## config.mk

```make
export PLATFORM = sky130hd
export DESIGN_NAME = rclfp_dp
export DESIGN_NICKNAME = d
export VERILOG_FILES = /design/src/sv/rclfp_pkg.sv /design/src/sv/rclfp_dp.sv
export SDC_FILE = /design/constraint.sdc
export NUM_CORES = 1
export LEC_CHECK = 0
export BUFFER_PORTS_ARGS = -buffer_cell sky130_fd_sc_hd__buf_2
export CORE_MARGIN = 2
export CORE_UTILIZATION = 25
export CTS_BUF_LIST = sky130_fd_sc_hd__clkbuf_16
export DETAILED_ROUTE_END_ITERATION = 10
export GPL_ROUTABILITY_DRIVEN = 1
export HOLD_SLACK_MARGIN = 0.03
export PLACE_DENSITY = 0.43
export REMOVE_ABC_BUFFERS = 1
export SETUP_SLACK_MARGIN = 0.4
export SLEW_MARGIN = 10
export SYNTH_ARGS = -nofsm -noshare
export SYNTH_HDL_FRONTEND = slang
export SYNTH_SLANG_ARGS = --single-unit
```

## constraint.sdc

```tcl
create_clock -name clk -period 4 [get_ports clk]
set_input_delay 0 -clock clk [delete_from_list [all_inputs] [get_ports clk]]
set_output_delay 0 -clock clk [all_outputs]
set_load 0.005 [all_outputs]
```

## src/sv/rclfp_pkg.sv

```systemverilog
// Shared constants, command/status structs and the CRC step for the frame parser.
// No dependencies; every other file imports this package.
package rclfp_pkg;

	localparam int MAX_FRAME_LEN = 64;
	localparam int MIN_FRAME_LEN = 5;
	localparam int STORE_DEPTH   = 64;
	localparam int STORE_AW      = $clog2(STORE_DEPTH);
	localparam int POS_W         = $clog2(MAX_FRAME_LEN - 2);
	localparam int CHANNELS      = 16;
	localparam int CHAN_BITS     = 11;
	localparam int CH_W          = $clog2(CHANNELS);
	localparam int BITPOS_W      = 8;

	localparam logic [7:0] SYNC_BYTE = 8'hC8;
	localparam logic [7:0] CRC_POLY  = 8'hD5;
	localparam logic [7:0] KIND_RC   = 8'h16;
	localparam logic [7:0] KIND_LINK = 8'h14;
	localparam logic [7:0] LINK_MIN_LEN = 8'd6;

	localparam logic [7:0] QUALITY_FLOOR_RST  = 8'd20;
	localparam logic [7:0] SIGNAL_CEILING_RST = 8'd100;
	localparam logic [7:0] QUALITY_RST        = 8'd100;
	localparam logic [7:0] RSSI_RST           = 8'd99;

	localparam logic CFG_QUALITY_FLOOR  = 1'b0;
	localparam logic CFG_SIGNAL_CEILING = 1'b1;

	localparam logic KIND_OUT_CHANNEL = 1'b0;
	localparam logic KIND_OUT_LINK    = 1'b1;

	typedef struct packed {
		logic       frame_start;
		logic       len_load;
		logic       kind_load;
		logic       crc_step;
		logic       store_wr;
		logic       pos_inc;
		logic       rd_link;
		logic [1:0] rd_off;
		logic       cap;
		logic [1:0] cap_sel;
		logic       link_load;
		logic       ch_clear;
		logic       ch_next;
	} dp_cmd_t;

	typedef struct packed {
		logic sync_hit;
		logic len_ok;
		logic pay_end;
		logic crc_ok;
		logic kind_rc;
		logic kind_link;
		logic link_long;
		logic ch_last;
	} dp_sts_t;

	typedef struct packed {
		logic                 result_kind;
		logic [CH_W-1:0]      channel_index;
		logic [CHAN_BITS-1:0] channel_value;
		logic [7:0]           link_qual;
		logic [7:0]           signal_strength;
		logic                 failsafe;
		logic                 last;
	} res_t;

	function automatic logic [7:0] crc8_step(input logic [7:0] crc, input logic [7:0] b);
		logic [7:0] c;
		c = crc ^ b;
		for (int i = 0; i < 8; i++) begin
			if (c[7]) begin
				c = {c[6:0], 1'b0} ^ CRC_POLY;
			end else begin
				c = {c[6:0], 1'b0};
			end
		end
		return c;
	endfunction

endpackage

```

## src/sv/rclfp_dp.sv

```systemverilog
// Datapath: frame registers, CRC, payload store with valid bits, channel unpacker,
// link statistics and configuration registers. Depends on rclfp_pkg.
module rclfp_dp import rclfp_pkg::*; (
	input  logic       clk,
	input  logic       arst_n,
	input  logic [7:0] rx_byte,
	input  dp_cmd_t    cmd,
	output dp_sts_t    sts,
	input  logic       cfg_we,
	input  logic       cfg_index,
	input  logic [7:0] cfg_data,
	output res_t       res
);

	logic [7:0]              len_q;
	logic [7:0]              kind_q;
	logic [POS_W-1:0]        pos_q;
	logic [7:0]              crc_q;
	logic [7:0]              store_q [STORE_DEPTH];
	logic [STORE_DEPTH-1:0]  vld_q;
	logic [7:0]              rd_data_q;
	logic                    rd_vld_q;
	logic [23:0]             w_q;
	logic [CH_W-1:0]         ch_q;
	logic [BITPOS_W-1:0]     bitpos_q;
	logic [7:0]              quality_q;
	logic [7:0]              rssi_q;
	logic                    lost_q;
	logic [7:0]              floor_q;
	logic [7:0]              ceil_q;

	logic [STORE_AW-1:0]     rd_addr;
	logic [STORE_AW-1:0]     wr_addr;
	logic [7:0]              rd_byte;
	logic [23:0]             w_shift;

	assign wr_addr = STORE_AW'(pos_q);
	assign rd_addr = cmd.rd_link ? STORE_AW'(cmd.rd_off)
		: STORE_AW'(bitpos_q[BITPOS_W-1:3]) + STORE_AW'(cmd.rd_off);
	assign rd_byte = rd_vld_q ? rd_data_q : 8'd0;
	assign w_shift = w_q >> bitpos_q[2:0];

	always_comb begin
		sts.sync_hit  = (rx_byte == SYNC_BYTE);
		sts.len_ok    = (rx_byte >= 8'(MIN_FRAME_LEN)) && (rx_byte <= 8'(MAX_FRAME_LEN));
		sts.pay_end   = ((8'(pos_q) + 8'd3) >= len_q);
		sts.crc_ok    = (crc_q == rx_byte);
		sts.kind_rc   = (kind_q == KIND_RC);
		sts.kind_link = (kind_q == KIND_LINK);
		sts.link_long = (len_q >= LINK_MIN_LEN);
		sts.ch_last   = (ch_q == CH_W'(CHANNELS - 1));
	end

	always_comb begin
		res.result_kind     = sts.kind_link ? KIND_OUT_LINK : KIND_OUT_CHANNEL;
		res.channel_index   = sts.kind_link ? '0 : ch_q;
		res.channel_value   = sts.kind_link ? '0 : w_shift[CHAN_BITS-1:0];
		res.link_qual       = quality_q;
		res.signal_strength = rssi_q;
		res.failsafe        = lost_q;
		res.last            = sts.kind_link | sts.ch_last;
	end

	always_ff @(posedge clk) begin
		if (cmd.store_wr) begin
			store_q[wr_addr] <= rx_byte;
		end
		rd_data_q <= store_q[rd_addr];
		if (cmd.cap) begin
			case (cmd.cap_sel)
				2'd0: w_q[7:0]   <= rd_byte;
				2'd1: w_q[15:8]  <= rd_byte;
				2'd2: w_q[23:16] <= rd_byte;
				default: w_q     <= w_q;
			endcase
		end
	end

	always_ff @(posedge clk or negedge arst_n) begin
		if (!arst_n) begin
			vld_q     <= '0;
			rd_vld_q  <= 1'b0;
			len_q     <= '0;
			kind_q    <= '0;
			pos_q     <= '0;
			crc_q     <= '0;
			ch_q      <= '0;
			bitpos_q  <= '0;
			quality_q <= QUALITY_RST;
			rssi_q    <= RSSI_RST;
			lost_q    <= 1'b0;
			floor_q   <= QUALITY_FLOOR_RST;
			ceil_q    <= SIGNAL_CEILING_RST;
		end else begin
			rd_vld_q <= vld_q[rd_addr];
			if (cmd.store_wr) begin
				vld_q[wr_addr] <= 1'b1;
			end
			if (cmd.frame_start) begin
				len_q <= '0;
				pos_q <= '0;
				crc_q <= '0;
			end
			if (cmd.len_load) begin
				len_q <= rx_byte;
			end
			if (cmd.kind_load) begin
				kind_q <= rx_byte;
			end
			if (cmd.crc_step) begin
				crc_q <= crc8_step(crc_q, rx_byte);
			end
			if (cmd.pos_inc) begin
				pos_q <= pos_q + POS_W'(1);
			end
			if (cmd.ch_clear) begin
				ch_q     <= '0;
				bitpos_q <= '0;
			end else if (cmd.ch_next) begin
				ch_q     <= ch_q + CH_W'(1);
				bitpos_q <= bitpos_q + BITPOS_W'(CHAN_BITS);
			end
			if (cmd.link_load) begin
				quality_q <= w_q[7:0];
				rssi_q    <= rd_byte;
				lost_q    <= (w_q[7:0] < floor_q) || (rd_byte > ceil_q);
			end
			if (cfg_we) begin
				case (cfg_index)
					CFG_QUALITY_FLOOR:  floor_q <= cfg_data;
					CFG_SIGNAL_CEILING: ceil_q  <= cfg_data;
					default:            floor_q <= floor_q;
				endcase
			end
		end
	end

endmodule

```

==> results of run 1 <==
## cells by family (layout without fill, tap and decap cells)
family | after synthesis | count (layout) | synth area share
flip-flops | 464 | 464 | 0.665
AND/OR/NAND/NOR | 361 | 361 | 0.0913
AO/OA/AOI/OAI | 167 | 167 | 0.0558
multiplexers | 157 | 157 | 0.125
buffers and inverters | 107 | 288 | 0.0241
XOR/XNOR | 42 | 42 | 0.0195
adder cells (fa/ha/maj) | 30 | 30 | 0.0192
other | 0 | 1 | 0
## path summary, 6_finish.rpt
kind                              from        endpoint  slack [ps]  cells past startpoint
min                         rx_byte[7]  store_q[22][7]          50                      2
min reg2reg                  vld_q[13]       vld_q[13]         460                      2
max in group asynchronous       arst_n        len_q[5]        3420                      3
max                        bitpos_q[3]    rd_data_q[6]         640                     10
max reg2reg                bitpos_q[3]    rd_data_q[6]         640                     10
min in group asynchronous       arst_n       ceil_q[2]          60                      2
## synth_stat cells, types with 9 or more instances
cell type  number  area share
nor3_1         10      0.0025
ha_1           29       0.018
nor2_1         88       0.017
xnor2_1        31       0.014
nand4_1        11      0.0034
a22o_1          9      0.0039
a31oi_1         9      0.0028
or2_2          41       0.013
buf_2           9      0.0023
inv_1          35      0.0066
xor2_1          9      0.0039
nand2_1        86       0.016
edfxtp_1      340        0.51
a22oi_1        13      0.0049
o211ai_1       10      0.0038
a21oi_1        26      0.0065
mux2i_1        45       0.023
nand4b_1       10      0.0044
dfstp_2        12       0.016
a211oi_1       11      0.0041
dfrtp_1       104        0.13
nor2b_1        20      0.0063
and2_1         10      0.0031
o21ai_0        42       0.011
mux4_2         69       0.078
clkbuf_1       42      0.0079
nand2b_1       12      0.0038
mux2_2         42       0.024
nand3_1        45       0.011
## repair_timing
item,CTS,global route
buffers inserted,0,1
gates resized for setup,0,2
hold buffers,47,0
hold endpoints to repair,291,0
setup endpoints to repair,0,8
## layout make-up
class                      count  share of cell area
antenna                        1            0.000105
inverter                      37             0.00582
clock inverter                45              0.0181
multi-input combinational    757               0.261
tap                         1050              0.0551
sequential                   464               0.557
clock buffer                  51              0.0535
timing repair buffer         155              0.0493
## through the flow
stage               std cells  setup WS, ps  total power [mW]  hold slack [ps]   util
detailed placement       2415           448              7.84             52.1  0.274
floorplan                1258         -1770              7.09             -296      -
finish                   2560           645              12.5             54.8  0.302
CTS                      2558           464              12.7             37.7  0.302
global placement         2415           514              7.83             47.5  0.274
global route             2559           421              13.1             65.7  0.302
## per-layer routing
metal	track usage	wire, um	up-vias
met5	0	7	-
met4	0.0402	1390	2
met3	0.0206	2240	79
met2	0.219	25900	285
met1	0.190	26200	6100
li1	-	-	5320
## where the power goes
group / switching, mW / internal (mW) / leakage, nW
clock network: 2.04 / 2.74 / 0.875
registers: 0.200 / 5.47 / 4.58
logic: 1.14 / 0.967 / 3.13
total: 3.37 / 9.17 / 8.58
==> impl_metrics.ini, run 1 <==
[worst_setup_path]
crit_buf_inv = 2
critical_path.slowest_cell = fa_1
arrival_ps = 3820
startpoint_type = flop
cp_slowest_stage_delay_ps = 570
path_delay_family = simple AND/OR/NAND/NOR gates
worstSetupPathType = reg2reg
worstPathRequired_ps = 4470
setup.worst_path.end_class = flop
crit_fanout = 14
cp_cell_sequence = ha_1 > inv_1 > fa_1 > xor2_4 > nor2_4 > buf_12 > mux2i_1 > mux4_2 > o22ai_1 > or4_1

[synth]
synth.avg_cell_area_um2 = 15.0
synth-edff-count = 340
synth_cell_types = 68
async_flop_share = 0.250
ys_ff_latch = 464
ys_seq_area_frac = 0.665
yosysWarnings = 0
synth_ff_type = edfxtp_1
syn_inst = 1328
synth.cell_area_um2 = 20000

[routing]
viasPerCell = 4.60
ant_nets = 0
drt-pass1-iter-count = 5
wl_per_cell_um = 21.8
finalWirelength_mm = 55.7
drcViolationCount = 0
drtIter0Drc = 967
vias = 11786

[sta]
fin_tns_setup_ps = 0
period_minus_slack_ps = 3360
post-route-period-util = 0.839
setup_viol = 0
relSlewSlack = 0.247
max_freq_ghz = 0.298
skew_ps = 32.9
worstMarginPinSlew_ps = 1120
rsz0062_at_grt = no
maxSlewViolCount = 0
timing.final.hold_violations = 0

[floorplan]
fp.dieW_um = 287
initial_utilization = 0.253
rows = 103
dieHeight_um = 287
ios = 77
core_um2 = 79000
die_area_um2 = 82200

[global_route]
grt_pass1_vias = 12296
grt_pass1_wl_mm = 82.7
grt_util_all_layers = 0.136
antenna_found_initial = 2
grt_max_degree = 48
gr-total-overflow = 0

[layout]
regArea_um2 = 13300
n_fill_cell = 7928
final_cell_area_um2 = 23900
final_cell_mix = 340 x edfxtp_1, 104 x dfrtp_1, 88 x nor2_1, 85 x nand2_1, 75 x buf_2
reg_top3 = store_q (322), vld_q (40), w_q (18)
multiInputGateArea_um2 = 6230
largest_register_ffs = 322
regMostFlops = store_q
final_common_cell = edfxtp_1
nets = 1531
drive_gt1_frac = 0.237
areaGrowthSynthToFinish_pct = 19.5

[run]
drv_cap = 0

[power]
power_density_nw_per_um2 = 526
total_leakage_power_nw = 8.58
peakVddDrop_mv = 0.469

[clock_tree]
cts_num_sinks = 464
numCtsBuffers = 51
cts_tree = built
ctsRootBufferMaster = clkbuf_16
clock_latency_ps = 620
h-tree-depth = 2
cts.clk_slew.worst_paths_ps = 60
cts_buffer_depth = 3

[outcome]
status = completed

[place]
place.gp.congestion = 0.782
io_buffers = 76
place_hpwl_mm = 36.3
placed_area_um2 = 21600

[worst_hold_path]
min_path_type = in2reg
No activity file was read; power rests on OpenSTA's default activity.
==> inputs of run 2 (changes only) <==
- clock period: 4 -> 3.5 ns (I/O delays scaled with it)
==> run 2 against run 1 <==
Against the previous run:
- power increased by 15%
- worst setup slack got worse by 100 ps
- clock skew decreased by 5.0 ps
- first-iteration DRC count increased by 6.3%
- sequential cell count unchanged
- cell area increased by 1.6%
- hold slack got worse by 22 ps
- utilization increased by 0.48 points
- combinational power increased by 17%
- count of clock-buffer cells in the layout increased by 1
- wire length decreased by 0.60%
- critical endpoint is now rd_data_q[7]
==> impl_metrics.ini, run 2 (synthesized netlist as in run 1, its figures left out) <==
[sta]
setup_viol = 0
post-route-period-util = 0.845
maxSlewViolCount = 0
rsz0062_at_grt = no
period_minus_slack_ps = 2960
relSlewSlack = 0.305
timing.final.hold_violations = 0
max_freq_ghz = 0.338
postLayoutSetupSlackWorst_ps = 543
skew_ps = 27.9
worstMarginPinSlew_ps = 1040
fin_tns_setup_ps = 0

[layout]
largest_register_ffs = 322
reg_top3 = store_q (322), vld_q (40), w_q (18)
areaGrowthSynthToFinish_pct = 21.4
n_fill_cell = 7885
drive_gt1_frac = 0.263
final_cell_mix = 340 x edfxtp_1, 102 x dfrtp_1, 87 x nor2_1, 85 x nand2_1, 78 x buf_4
num_antenna_cells = 0
nets = 1582
final_cell_area_um2 = 24200
regMostFlops = store_q
final_common_cell = edfxtp_1

[global_route]
grt_pass1_wl_mm = 81.0
antenna_found_initial = 2
grt_pass1_vias = 11850
grt_util_all_layers = 0.134
gr-total-overflow = 0
use_met1 = 0.188
use_met3 = 0.0234
grt_util_met2 = 0.211
busiest_layer = met2
grt_max_degree = 76

[worst_setup_path]
startpoint = bitpos_q[3]
cp_slowest_stage_delay_ps = 450
cp_cell_sequence = ha_1 > inv_1 > fa_2 > nand2b_4 > and2_4 > buf_12 > buf_4 > mux4_2 > a221oi_1 > nand4b_1
crit_fanout = 32
worstPathRequired_ps = 3980
arrival_ps = 3440
worstSetupPathType = reg2reg
setup.worst_path.end_class = flop
critical_path.slowest_cell = fa_2
r2r_setup_slack_ps = 540
r2r-start = bitpos_q[3]
path_delay_family = adder cells
crit_buf_inv = 3
startpoint_type = flop

[place]
place.gp.congestion = 0.796
dpl_worst_slack_ps = 23.5
placed_area_um2 = 22000
io_buffers = 76
place_hpwl_mm = 36.4

[clock_tree]
clock_latency_ps = 620
h-tree-depth = 2
cts_buffer_depth = 3
numCtsBuffers = 51
cts.clk_slew.worst_paths_ps = 60
cts_num_sinks = 464
cts_tree = built
ctsRootBufferMaster = clkbuf_16

[power]
power_density_nw_per_um2 = 593
total_leakage_power_nw = 8.85
clkPwrFrac = 0.379
seq_power_share = 0.450
p_sw_mw = 3.83
internal-power_mw = 10.6
pwr-share-comb = 0.171
swShare = 0.266
peakVddDrop_mv = 0.455
fin_total_pwr_mw = 14.4

[floorplan]
core_um2 = 79000
ios = 77
die_area_um2 = 82200
dieHeight_um = 287
fp.dieW_um = 287
rows = 103
initial_utilization = 0.253

[routing]
finalWirelength_mm = 55.4
viasPerCell = 4.54
drt-pass1-iter-count = 6
ant_nets = 0
drtIter0Drc = 1028
drcViolationCount = 0
wl_per_cell_um = 21.2
vias = 11847

[run]
drv_cap = 0

[worst_hold_path]
min_path_type = in2async

[outcome]
status = completed
-- run 2: changes by cell type in the layout (fill, tap and decap cells not counted), moves of 2 or more --
cell | previous run | this run
a221oi_2 | 0 | 2
dfrtp_2 | 0 | 2
clkinv_1 | 13 | 11
buf_4 | 27 | 78
dlygate4sd3_1 | 46 | 48
a221oi_1 | 7 | 4
buf_12 | 5 | 3
inv_1 | 47 | 51
dfrtp_1 | 104 | 102
inv_6 | 2 | 0
-- run 2: routing by layer --
| layer | vias up | share of wire |
|---|---|---|
| li1 | 5410 | - |
| met1 | 6082 | 0.47 |
| met2 | 283 | 0.46 |
| met3 | 72 | 0.045 |
| met4 | 0 | 0.022 |
| met5 | - | 0 |
-- run 2: final cells by class --
type	instances	area [um2]	share of cell area
well taps	1050	1310	0.0542
clock buffers	52	1300	0.0537
multi-input cells	757	6280	0.259
repair buffers	206	1520	0.0629
clock inverters	44	394	0.0163
flip-flops and latches	464	13300	0.548
inverters	37	140	0.00578
-- run 2: final timing paths --
path                                      to  depth (start not counted)
worst max register to register  rd_data_q[7]                         10
worst min register to register      vld_q[7]                          1
worst max-delay path            rd_data_q[7]                         10
max in group asynchronous          vld_q[29]                          3
worst min-delay path              floor_q[7]                          2
min in group clk                    len_q[1]                          4
-- run 2: power by group through the flow --
stage | registers, mW | clock network [mW] | logic, mW
final | 6.47 | 5.45 | 2.46
after detailed placement | 6.59 | 0 | 2.42
after floorplan | 6.50 | 0 | 1.61
after global routing | 6.50 | 5.81 | 2.72
after global placement | 6.59 | 0 | 2.39
after CTS | 6.47 | 5.61 | 2.49
-- run 2: worst reg2reg max path, delay by kind of cell (launching register included) --
kind / cells / cell delay, ps
buffers and inverters: 3 / 540
adders and majority gates: 2 / 670
and+or+nand+nor: 3 / 500
DFF: 1 / 410
muxes: 1 / 330
AOI/OAI and AO/OA: 1 / 390
-- run 2: stage by stage --
stage	utilization	hold WS [ps]	instances
after CTS	0.306	37.3	2609
after global routing	0.307	70.5	2610
after global placement	0.278	132	2464
after detailed placement	0.278	139	2464
after floorplan	-	-296	1258
final	0.307	32.4	2610
-- run 2: timing repair --
item / 4_1_cts / 5_1_grt
gates resized for setup: 7 / 8
endpoints found under the setup margin: 8 / 7
buffers inserted: 1 / 1
pin swaps: 0 / 1
endpoints found under the hold margin: 255 / 0
hold buffers: 48 / 0
