<file path="config.mk">
export PLATFORM = sky130hd
export DESIGN_NAME = rclfp_ctrl
export DESIGN_NICKNAME = d
export VERILOG_FILES = /design/src/sv/rclfp_pkg.sv /design/src/sv/rclfp_ctrl.sv
export SDC_FILE = /design/constraint.sdc
export NUM_CORES = 1
export LEC_CHECK = 0
export BUFFER_PORTS_ARGS = -buffer_cell sky130_fd_sc_hd__buf_2
export CAP_MARGIN = 20
export CORE_UTILIZATION = 35
export DETAILED_ROUTE_END_ITERATION = 16
export PLACE_DENSITY = 0.66
export SETUP_SLACK_MARGIN = 0.5
export SLEW_MARGIN = 25
export SYNTH_ARGS = -nofsm -noshare
export SYNTH_HDL_FRONTEND = slang
export SYNTH_SLANG_ARGS = --single-unit
</file>
<file path="constraint.sdc">
create_clock -name clk -period 5.2 [get_ports clk]
set_clock_uncertainty 0.15 [all_clocks]
set_input_delay 0.52 -clock clk [delete_from_list [all_inputs] [get_ports clk]]
set_output_delay 0.52 -clock clk [all_outputs]
set_load 0.05 [all_outputs]
</file>
<file path="src/sv/rclfp_pkg.sv">
// Shared constants, command/status structs and the CRC step for the frame parser.
// No dependencies; every other file imports this package.
package rclfp_pkg;

	localparam int MAX_FRAME_LEN = 64;
	localparam int MIN_FRAME_LEN = 5;
	localparam int STORE_DEPTH   = 64;
	localparam int STORE_AW      = $clog2(STORE_DEPTH);
	localparam int POS_W         = $clog2(MAX_FRAME_LEN - 2);
	localparam int CHANNELS      = 16;
	localparam int CHAN_BITS     = 11;
	localparam int CH_W          = $clog2(CHANNELS);
	localparam int BITPOS_W      = 8;

	localparam logic [7:0] SYNC_BYTE = 8'hC8;
	localparam logic [7:0] CRC_POLY  = 8'hD5;
	localparam logic [7:0] KIND_RC   = 8'h16;
	localparam logic [7:0] KIND_LINK = 8'h14;
	localparam logic [7:0] LINK_MIN_LEN = 8'd6;

	localparam logic [7:0] QUALITY_FLOOR_RST  = 8'd20;
	localparam logic [7:0] SIGNAL_CEILING_RST = 8'd100;
	localparam logic [7:0] QUALITY_RST        = 8'd100;
	localparam logic [7:0] RSSI_RST           = 8'd99;

	localparam logic CFG_QUALITY_FLOOR  = 1'b0;
	localparam logic CFG_SIGNAL_CEILING = 1'b1;

	localparam logic KIND_OUT_CHANNEL = 1'b0;
	localparam logic KIND_OUT_LINK    = 1'b1;

	typedef struct packed {
		logic       frame_start;
		logic       len_load;
		logic       kind_load;
		logic       crc_step;
		logic       store_wr;
		logic       pos_inc;
		logic       rd_link;
		logic [1:0] rd_off;
		logic       cap;
		logic [1:0] cap_sel;
		logic       link_load;
		logic       ch_clear;
		logic       ch_next;
	} dp_cmd_t;

	typedef struct packed {
		logic sync_hit;
		logic len_ok;
		logic pay_end;
		logic crc_ok;
		logic kind_rc;
		logic kind_link;
		logic link_long;
		logic ch_last;
	} dp_sts_t;

	typedef struct packed {
		logic                 result_kind;
		logic [CH_W-1:0]      channel_index;
		logic [CHAN_BITS-1:0] channel_value;
		logic [7:0]           link_qual;
		logic [7:0]           signal_strength;
		logic                 failsafe;
		logic                 last;
	} res_t;

	function automatic logic [7:0] crc8_step(input logic [7:0] crc, input logic [7:0] b);
		logic [7:0] c;
		c = crc ^ b;
		for (int i = 0; i < 8; i++) begin
			if (c[7]) begin
				c = {c[6:0], 1'b0} ^ CRC_POLY;
			end else begin
				c = {c[6:0], 1'b0};
			end
		end
		return c;
	endfunction

endpackage

</file>
<file path="src/sv/rclfp_ctrl.sv">
// Controller: frame phase tracking and the read/emit sequencer for finished frames.
// Drives datapath commands from its status. Depends on rclfp_pkg.
module rclfp_ctrl import rclfp_pkg::*; (
	input  logic    clk,
	input  logic    arst_n,
	input  logic    rx_valid,
	output logic    rx_ready,
	output logic    out_valid,
	input  logic    out_ready,
	input  dp_sts_t sts,
	output dp_cmd_t cmd
);

	typedef enum logic [2:0] {
		PH_SYNC,
		PH_LEN,
		PH_TYPE,
		PH_PAYLOAD,
		PH_CRC
	} phase_t;

	typedef enum logic [3:0] {
		ST_IDLE,
		ST_RD0,
		ST_RD1,
		ST_RD2,
		ST_RD3,
		ST_LK0,
		ST_LK1,
		ST_LK2,
		ST_OUT
	} state_t;

	phase_t phase_q;
	state_t state_q;
	logic   rx_acc;
	logic   out_acc;

	assign rx_ready  = (state_q == ST_IDLE);
	assign out_valid = (state_q == ST_OUT);
	assign rx_acc    = rx_valid && rx_ready;
	assign out_acc   = out_valid && out_ready;

	always_comb begin
		cmd = '0;
		case (state_q)
			ST_IDLE: begin
				if (rx_acc) begin
					case (phase_q)
						PH_SYNC:    cmd.frame_start = sts.sync_hit;
						PH_LEN:     cmd.len_load = 1'b1;
						PH_TYPE: begin
							cmd.kind_load = 1'b1;
							cmd.crc_step  = 1'b1;
						end
						PH_PAYLOAD: begin
							cmd.store_wr = 1'b1;
							cmd.crc_step = 1'b1;
							cmd.pos_inc  = !sts.pay_end;
						end
						PH_CRC:     cmd.ch_clear = 1'b1;
						default:    cmd = '0;
					endcase
				end
			end
			ST_RD0: cmd.rd_off = 2'd0;
			ST_RD1: begin
				cmd.rd_off  = 2'd1;
				cmd.cap     = 1'b1;
				cmd.cap_sel = 2'd0;
			end
			ST_RD2: begin
				cmd.rd_off  = 2'd2;
				cmd.cap     = 1'b1;
				cmd.cap_sel = 2'd1;
			end
			ST_RD3: begin
				cmd.cap     = 1'b1;
				cmd.cap_sel = 2'd2;
			end
			ST_LK0: begin
				cmd.rd_link = 1'b1;
				cmd.rd_off  = 2'd0;
			end
			ST_LK1: begin
				cmd.rd_link = 1'b1;
				cmd.rd_off  = 2'd2;
				cmd.cap     = 1'b1;
				cmd.cap_sel = 2'd0;
			end
			ST_LK2: cmd.link_load = 1'b1;
			ST_OUT: cmd.ch_next = out_acc && sts.kind_rc;
			default: cmd = '0;
		endcase
	end

	always_ff @(posedge clk or negedge arst_n) begin
		if (!arst_n) begin
			phase_q <= PH_SYNC;
			state_q <= ST_IDLE;
		end else begin
			case (state_q)
				ST_IDLE: begin
					if (rx_acc) begin
						case (phase_q)
							PH_SYNC: begin
								if (sts.sync_hit) begin
									phase_q <= PH_LEN;
								end
							end
							PH_LEN:     phase_q <= sts.len_ok ? PH_TYPE : PH_SYNC;
							PH_TYPE:    phase_q <= PH_PAYLOAD;
							PH_PAYLOAD: begin
								if (sts.pay_end) begin
									phase_q <= PH_CRC;
								end
							end
							PH_CRC: begin
								phase_q <= PH_SYNC;
								if (sts.crc_ok && sts.kind_rc) begin
									state_q <= ST_RD0;
								end else if (sts.crc_ok && sts.kind_link && sts.link_long) begin
									state_q <= ST_LK0;
								end
							end
							default: phase_q <= PH_SYNC;
						endcase
					end
				end
				ST_RD0: state_q <= ST_RD1;
				ST_RD1: state_q <= ST_RD2;
				ST_RD2: state_q <= ST_RD3;
				ST_RD3: state_q <= ST_OUT;
				ST_LK0: state_q <= ST_LK1;
				ST_LK1: state_q <= ST_LK2;
				ST_LK2: state_q <= ST_OUT;
				ST_OUT: begin
					if (out_acc) begin
						if (sts.kind_link || sts.ch_last) begin
							state_q <= ST_IDLE;
						end else begin
							state_q <= ST_RD0;
						end
					end
				end
				default: state_q <= ST_IDLE;
			endcase
		end
	end

	a_no_overlap: assert property (@(posedge clk) disable iff (!arst_n)
		!(rx_ready && out_valid))
		else $error("byte request taken while a result is pending");

	a_out_source: assert property (@(posedge clk) disable iff (!arst_n)
		$rose(out_valid) |-> ($past(state_q) == ST_RD3 || $past(state_q) == ST_LK2))
		else $error("result raised without a completed store read");

	a_last_idle: assert property (@(posedge clk) disable iff (!arst_n)
		(out_acc && (sts.kind_link || sts.ch_last)) |=> rx_ready)
		else $error("parser not ready after the final result");

	a_phase_reset: assert property (@(posedge clk) disable iff (!arst_n)
		(rx_acc && phase_q == PH_CRC) |=> phase_q == PH_SYNC)
		else $error("phase did not return to sync hunt after check byte");

	a_kind_known: assert property (@(posedge clk) disable iff (!arst_n)
		out_valid |-> (sts.kind_rc || sts.kind_link))
		else $error("result for a frame type that yields none");

endmodule

</file>
==> impl_metrics.tcl, run 1 <==
set metrics [dict create \
    status "finished clean" \
    period_minus_slack_ns 3.06 \
    yosysSeqAreaShare_pct 32.5 \
    worstPathArrival_ns 2.39 \
    clk_latency_ns 0.25 \
    multiInputGateArea_um2 310 \
    drtAntennaViolNets 0 \
    period_share_pct 58.8 \
    vias 558 \
    power.share.switching_pct 58.7 \
    drc 0 \
    cts_root_buffer "clkbuf_4" \
    place.gp.congestion 0.769 \
    drt-total-wl_um 1190 \
    end_kind "output port" \
    crit_required_ns 4.53 \
    fill_cells 147 \
    clock-sinks 7 \
    antenna_found_initial 0 \
    viasPerCell 5.31 \
    crit_path_max_fanout 11 \
    ys_warn_count 0 \
    fmax_ghz 0.327 \
    ir_drop_uv 286 \
    setup_viol 0 \
    slew_violations 0 \
    clock_path_buffers 2 \
    p_seq_share_pct 29.2 \
    netlist_area_um2 539 \
    comb_power_share_pct 61.0 \
    min_path_type "in -> reg" \
    grt_pass1_wl_um 1680 \
    cp-start-kind "flip-flop" \
    p_int_uw 202 \
    cts_setup_buffers 0 \
    grt_max_degree 12 \
    synth_area_per_cell_um2 8.56 \
    p_switching_uw 286 \
    portBuffers 28 \
    final-seq-area_um2 175 \
    start_util_pct 39.5 \
    numCtsBuffers 3 \
    worst_pin_slew_ns 0.434 \
    final_nets 103 \
    path_clk_slew_ns 0.05 \
    wl_per_cell_um 11.4 \
    maxSlewHeadroom_pct 70.7 \
    final_hold_viol_count 0 \
    cts_resized 0 \
    syn2layout_area_growth_pct 29.0 \
    crit_type "reg -> out" \
    dieWidth_um 41.3 \
    cp_cell_sequence "or4_4, or3_1, nor4b_4, buf_2" \
    slowest_delay_ns 0.60 \
    synth_nets 75 \
    die_h_um 41.3 \
    final_util_pct 50.9 \
    p_per_area_nw_per_um2 702 \
    dpl.cell_count 100 \
    dr.pass1.iters 4 \
    die_area_um2 1700 \
    coreArea_um2 1370 \
    grt_use_total_pct 14.4 \
    overflow 0 \
    stdcell_count 105 \
    synth-seq-cells 7 \
    layout-drive-gt1-share_pct 37.8 \
    grt_pass1_vias 397 \
    first_iter_violations 3 \
    synth_cell_type_count 32 \
    rows 13 \
    holdWs_ns 0.413 \
    rsz0062_at_grt "false" \
    tns_ns 0 \
    hpwl_um 918 \
    hold_buffers 1 \
    io_pins 29 \
    slowest_stage "or4_4" \
    clkPwrFrac_pct 9.8 \
    power_leakage_uw 0.000348 \
    maxCapViolCount 0 \
    cts.htree.levels 1 \
    synth_cells 63 \
    cts_tree "built" \
    cp_num_buf_inv 1 \
    critPathTopFamily "simple AND/OR/NAND/NOR gates" \
    antennaDiodeCount 0 \
]
-- synthesized netlist by cell type --
| master | n | area [um2] |
|---|---|---|
| or4_4 | 1 | 11.3 |
| xnor2_1 | 2 | 17.5 |
| or3_1 | 2 | 12.5 |
| a2111oi_0 | 1 | 8.76 |
| inv_1 | 4 | 15.0 |
| nor3_1 | 6 | 30.0 |
| or3b_2 | 1 | 8.76 |
| nor4bb_1 | 1 | 10.0 |
| a21oi_1 | 1 | 5.00 |
| buf_2 | 1 | 5.00 |
| a221o_1 | 1 | 10.0 |
| buf_6 | 2 | 22.5 |
| dfrtp_1 | 7 | 175 |
| nor4b_1 | 1 | 8.76 |
| nor4_1 | 1 | 6.26 |
| nor4b_4 | 1 | 23.8 |
| a211oi_1 | 3 | 22.5 |
| clkbuf_1 | 3 | 11.3 |
| and3_1 | 1 | 6.26 |
| nor3b_1 | 2 | 15.0 |
| o22ai_1 | 1 | 6.26 |
| nand2b_1 | 2 | 12.5 |
| o311ai_0 | 1 | 8.76 |
| and2_1 | 1 | 6.26 |
| a31oi_1 | 1 | 6.26 |
| o2bb2ai_1 | 1 | 8.76 |
| a21o_1 | 1 | 7.51 |
| nand3_1 | 2 | 10.0 |
| nand2_1 | 2 | 7.51 |
| o21bai_1 | 1 | 7.51 |
| o21ai_0 | 2 | 10.0 |
| nor2_1 | 6 | 22.5 |
-- registers in the layout, indices dropped and copies added (netlist names) --
| signal | flops |
|---|---|
| phase_q | 3 |
| state_q | 4 |
-- final cells by class --
| class | count | share of cell area (%) |
|---|---|---|
| timing repair buffer | 29 | 21.6 |
| inverter | 4 | 2.16 |
| sequential | 7 | 25.2 |
| tap | 15 | 2.70 |
| clock buffer | 4 | 3.78 |
| multi-input combinational | 46 | 44.6 |
-- layer usage --
| metal | track usage [%] | vias up | share of wire (%) |
|---|---|---|---|
| li1 | - | 286 | - |
| met1 | 23.0 | 259 | 52 |
| met2 | 20.3 | 13 | 45 |
| met3 | 3.26 | 0 | 3.5 |
| met4 | 0 | 0 | 0 |
| met5 | 0 | - | 0 |
-- worst min-delay path, stage by stage --
cell and delay, ns:
buf_2 0.09, nand3_1 0.06, o22ai_1 0.08
-- cells in the final DEF (no fill, tap or decap), types with 2 or more instances in the layout --
master | netlist | final
nor2_1 | 6 | 6
a211oi_1 | 3 | 3
nand2_1 | 2 | 2
inv_1 | 4 | 4
nand2b_1 | 2 | 2
xnor2_1 | 2 | 2
dfrtp_1 | 7 | 7
nand3_1 | 2 | 2
nor3b_1 | 2 | 2
nor3_1 | 6 | 6
clkbuf_4 | 0 | 3
o21ai_0 | 2 | 2
buf_2 | 1 | 28
or3_1 | 2 | 2
-- path summary, 6_finish.rpt --
check                                       start                     end  slack, ns  cells after the start
hold reg to reg            phase_q[2]$_DFFE_PN0P_  phase_q[2]$_DFFE_PN0P_       0.45                      2
min in group asynchronous                  arst_n  phase_q[0]$_DFFE_PN0P_       0.48                      2
hold / removal                             sts[6]  phase_q[1]$_DFFE_PN0P_       0.41                      3
setup / recovery           state_q[2]$_DFFE_PN0P_                 cmd[14]       2.14                      4
max in group asynchronous                  arst_n  phase_q[1]$_DFFE_PN0P_       4.27                      2
setup reg to reg           state_q[2]$_DFFE_PN0P_  phase_q[2]$_DFFE_PN0P_       3.19                      3
-- logic make-up (layout without fill, tap and decap cells) --
group | count (synthesis) | count (layout) | share of synthesized area [%]
compound gates | 14 | 14 | 18.8
xor+xnor | 2 | 2 | 3.25
flops | 7 | 7 | 32.5
simple gates | 30 | 30 | 35.5
buf+inv | 10 | 37 | 9.97
-- power groups by stage --
stage / registers [uW] / clock network [uW] / logic, uW
final: 143 / 47.7 / 298
after global routing: 149 / 53.2 / 319
after CTS: 142 / 49.8 / 298
after detailed placement: 141 / 0 / 299
after global placement: 141 / 0 / 295
after floorplan: 95.2 / 0 / 295
-- through the flow --
stage,setup WS (ns),cell area (um2),power (uW)
6_report,2.14,696,488
5_1_grt,2.02,696,521
4_1_cts,2.14,696,490
3_5_place_dp,2.41,659,440
3_3_place_gp,2.43,659,436
2_1_floorplan,1.49,539,390
(Power assumes the default switching activity.)
==> inputs of run 2 (changes only) <==
ABC_AREA = 1   (was unset)
CORE_ASPECT_RATIO = 1.25   (was unset)
PLACE_DENSITY = 0.67   (was 0.66)
clock period = 2.5 ns   (was 5.2 ns; I/O delays follow)
==> run 2 against run 1 <==
Final cell count grew 37%. Synthesized cell count rose by 44%. Critical endpoint is now cmd[1]. Highest routed layer unchanged. First-iteration DRC count rose to 4.0 times the previous value.
==> impl_metrics.tcl, run 2 <==
set metrics [dict create \
    synth_area_per_cell_um2 6.49 \
    cts_root_buffer "clkbuf_4" \
    drtAntennaViolNets 0 \
    tns_ns 0 \
    io_pins 29 \
    die_area_um2 1860 \
    rsz0062_at_grt "true" \
    maxSlewHeadroom_pct 83.8 \
    grt_max_degree 8 \
    synthArstFlopShare_pct 100 \
    start_util_pct 37.3 \
    place.gp.congestion 0.686 \
    synth-simple-area-share_pct 57.0 \
    die_h_um 47.9 \
    grt_use_total_pct 16.4 \
    portBuffers 28 \
    worst_pin_slew_ns 0.244 \
    grt_pass1_wl_um 2030 \
    synth_common_cells "nand2_1 (23), nor2_1 (17), inv_1 (13)" \
    p_per_area_nw_per_um2 1480 \
    antenna_found_initial 0 \
    synth_top_cell_by_area "dfrtp_1" \
    synthAdderAreaFrac_pct 0 \
    synth-seq-cells 7 \
    first_iter_violations 12 \
    end_kind "output port" \
    synth_compound_area_share_pct 3.18 \
    muxShareOfSynthArea_pct 0 \
    crit_type "reg -> out" \
    yosys-top-cells-area "dfrtp_1 (30%), nand2_1 (15%), nor2_1 (11%), inv_1 (8.3%), nor2_4 (5.7%)" \
    crit_path_max_fanout 6 \
    period_minus_slack_ns 1.90 \
    synth_xor_area_share_pct 0 \
    period_share_pct 75.9 \
    ir_drop_uv 475 \
    status "finished clean" \
    fill_cells 164 \
    post_dp_cell_area_um2 759 \
    numCtsBuffers 3 \
    cts.htree.levels 1 \
    syn2layout_area_growth_pct 39.0 \
    mostFrequentLayoutCell "buf_2" \
    regMostFlops "state_q" \
    min_path_type "in -> reg" \
    cp-start-kind "flip-flop" \
    overflow 0 \
    ff2ff_path_depth 7 \
    slew_violations 0 \
    fmax_ghz 0.527 \
    synth_flop_cell "dfrtp_1" \
    synth_cell_type_count 19 \
    ys_warn_count 0 \
    setup_viol 0 \
    clk_latency_ns 0.25 \
    netlist_area_um2 591 \
    coreArea_um2 1580 \
    final_nets 139 \
    vias 720 \
    drt-total-wl_um 1470 \
    antennaDiodeCount 0 \
    drc 0 \
    yosysSeqAreaShare_pct 29.7 \
    fin_area_um2 821 \
    dieWidth_um 38.7 \
    synth_top_family_by_area "simple AND/OR/NAND/NOR gates" \
    rows 16 \
    synth_most_common_cell "nand2_1" \
    dr.pass1.iters 4 \
    synth_edf_count 0 \
    clock-sinks 7 \
    hpwl_um 1130 \
    final_hold_viol_count 0 \
    maxCapViolCount 0 \
    synth_cells 91 \
    viasPerCell 5.00 \
    crit_required_ns 2.10 \
    cts_tree "built" \
    final_cell_mix "buf_2 (25), nand2_1 (23), nor2_1 (17), inv_1 (13)" \
    synth_top_cell_area_share_pct 29.7 \
    layout-drive-gt1-share_pct 38.9 \
    largest_reg_flops 4 \
    largestRegisters "state_q: 4 flops, phase_q: 3 flops" \
    wl_per_cell_um 10.2 \
    final_util_pct 51.9 \
    worstPathArrival_ns 1.50 \
    dp_slack_ns 0.820 \
    hold_depth 3 \
    power_leakage_uw 0.000479 \
    path_clk_slew_ns 0.05 \
    holdWs_ns 0.112 \
    clock_path_buffers 2 \
    synth_nets 103 \
    worst_slack_ns 0.603 \
    grt_pass1_vias 500 \
]
-- run 2: changes by cell type after synthesis, sizes merged, moves of 5 or more --
cell	previous run	this run
nor2	6	22
nand3	2	8
nand4	0	5
nand2	2	24
inv	4	16
-- run 2: cell type report --
cell class	count	area (um2)	area share, %
repair buffers	31	173	21.0
clock buffers	4	26.3	3.20
well taps	18	22.5	2.74
flip-flops and latches	7	178	21.6
multi-input cells	68	362	44.1
inverters	16	60.1	7.32
-- run 2: power by group --
group	internal [uW]	switching, uW	leakage [uW]
clock	60.9	41.9	0.0000150
combinational	238	610	0.000377
sequential	169	95.3	0.0000875
total	468	747	0.000479
-- run 2: repair_timing --
action / 4_1_cts / 5_1_grt
setup endpoints to repair: 0 / 6
hold endpoints to repair: 7 / 0
setup buffers: 0 / 2
hold buffers: 1 / 0
gates resized for setup: 0 / 5
-- run 2: worst max-delay path: stages, from the launching register on --
cell and delay (ns):
dfrtp_1 0.45, nor2_4 0.22, buf_4 0.15, nand2_4 0.06, nor2_1 0.11, buf_2 0.26
-- run 2: worst paths after layout --
path / endpoint / start / slack [ns]
setup / recovery: cmd[1] / state_q[0]$_DFFE_PN0P_ / 0.60
hold / removal: phase_q[2]$_DFFE_PN0P_ / sts[5] / 0.11
setup reg to reg: phase_q[0]$_DFFE_PN0P_ / state_q[0]$_DFFE_PN0P_ / 1.04
hold reg to reg: phase_q[0]$_DFFE_PN0P_ / phase_q[0]$_DFFE_PN0P_ / 0.43
max in group asynchronous: phase_q[0]$_DFFE_PN0P_ / arst_n / 1.81
min in group asynchronous: state_q[1]$_DFFE_PN0P_ / arst_n / 0.22
-- run 2: routing by layer --
metal / wire length [um] / share of wire (%) / global-route usage [%] / up-vias
met2: 838 / 57 / 28.7 / 27
met1: 567 / 39 / 17.4 / 330
met3: 62 / 4.2 / 6.98 / 0
li1: - / - / - / 363
met5: 0 / 0 / 0 / -
met4: 0 / 0 / 6.21 / 0
-- run 2: kinds of logic after synthesis --
family / after synthesis
AO/OA/AOI/OAI: 3
buffers and inverters: 16
flip-flops: 7
AND/OR/NAND/NOR: 65
-- run 2: per-stage QoR --
step | power (uW) | instances
after floorplan | 912 | 91
after global placement | 1060 | 137
after detailed placement | 1070 | 137
after CTS | 1180 | 142
after global routing | 1320 | 144
final | 1220 | 144
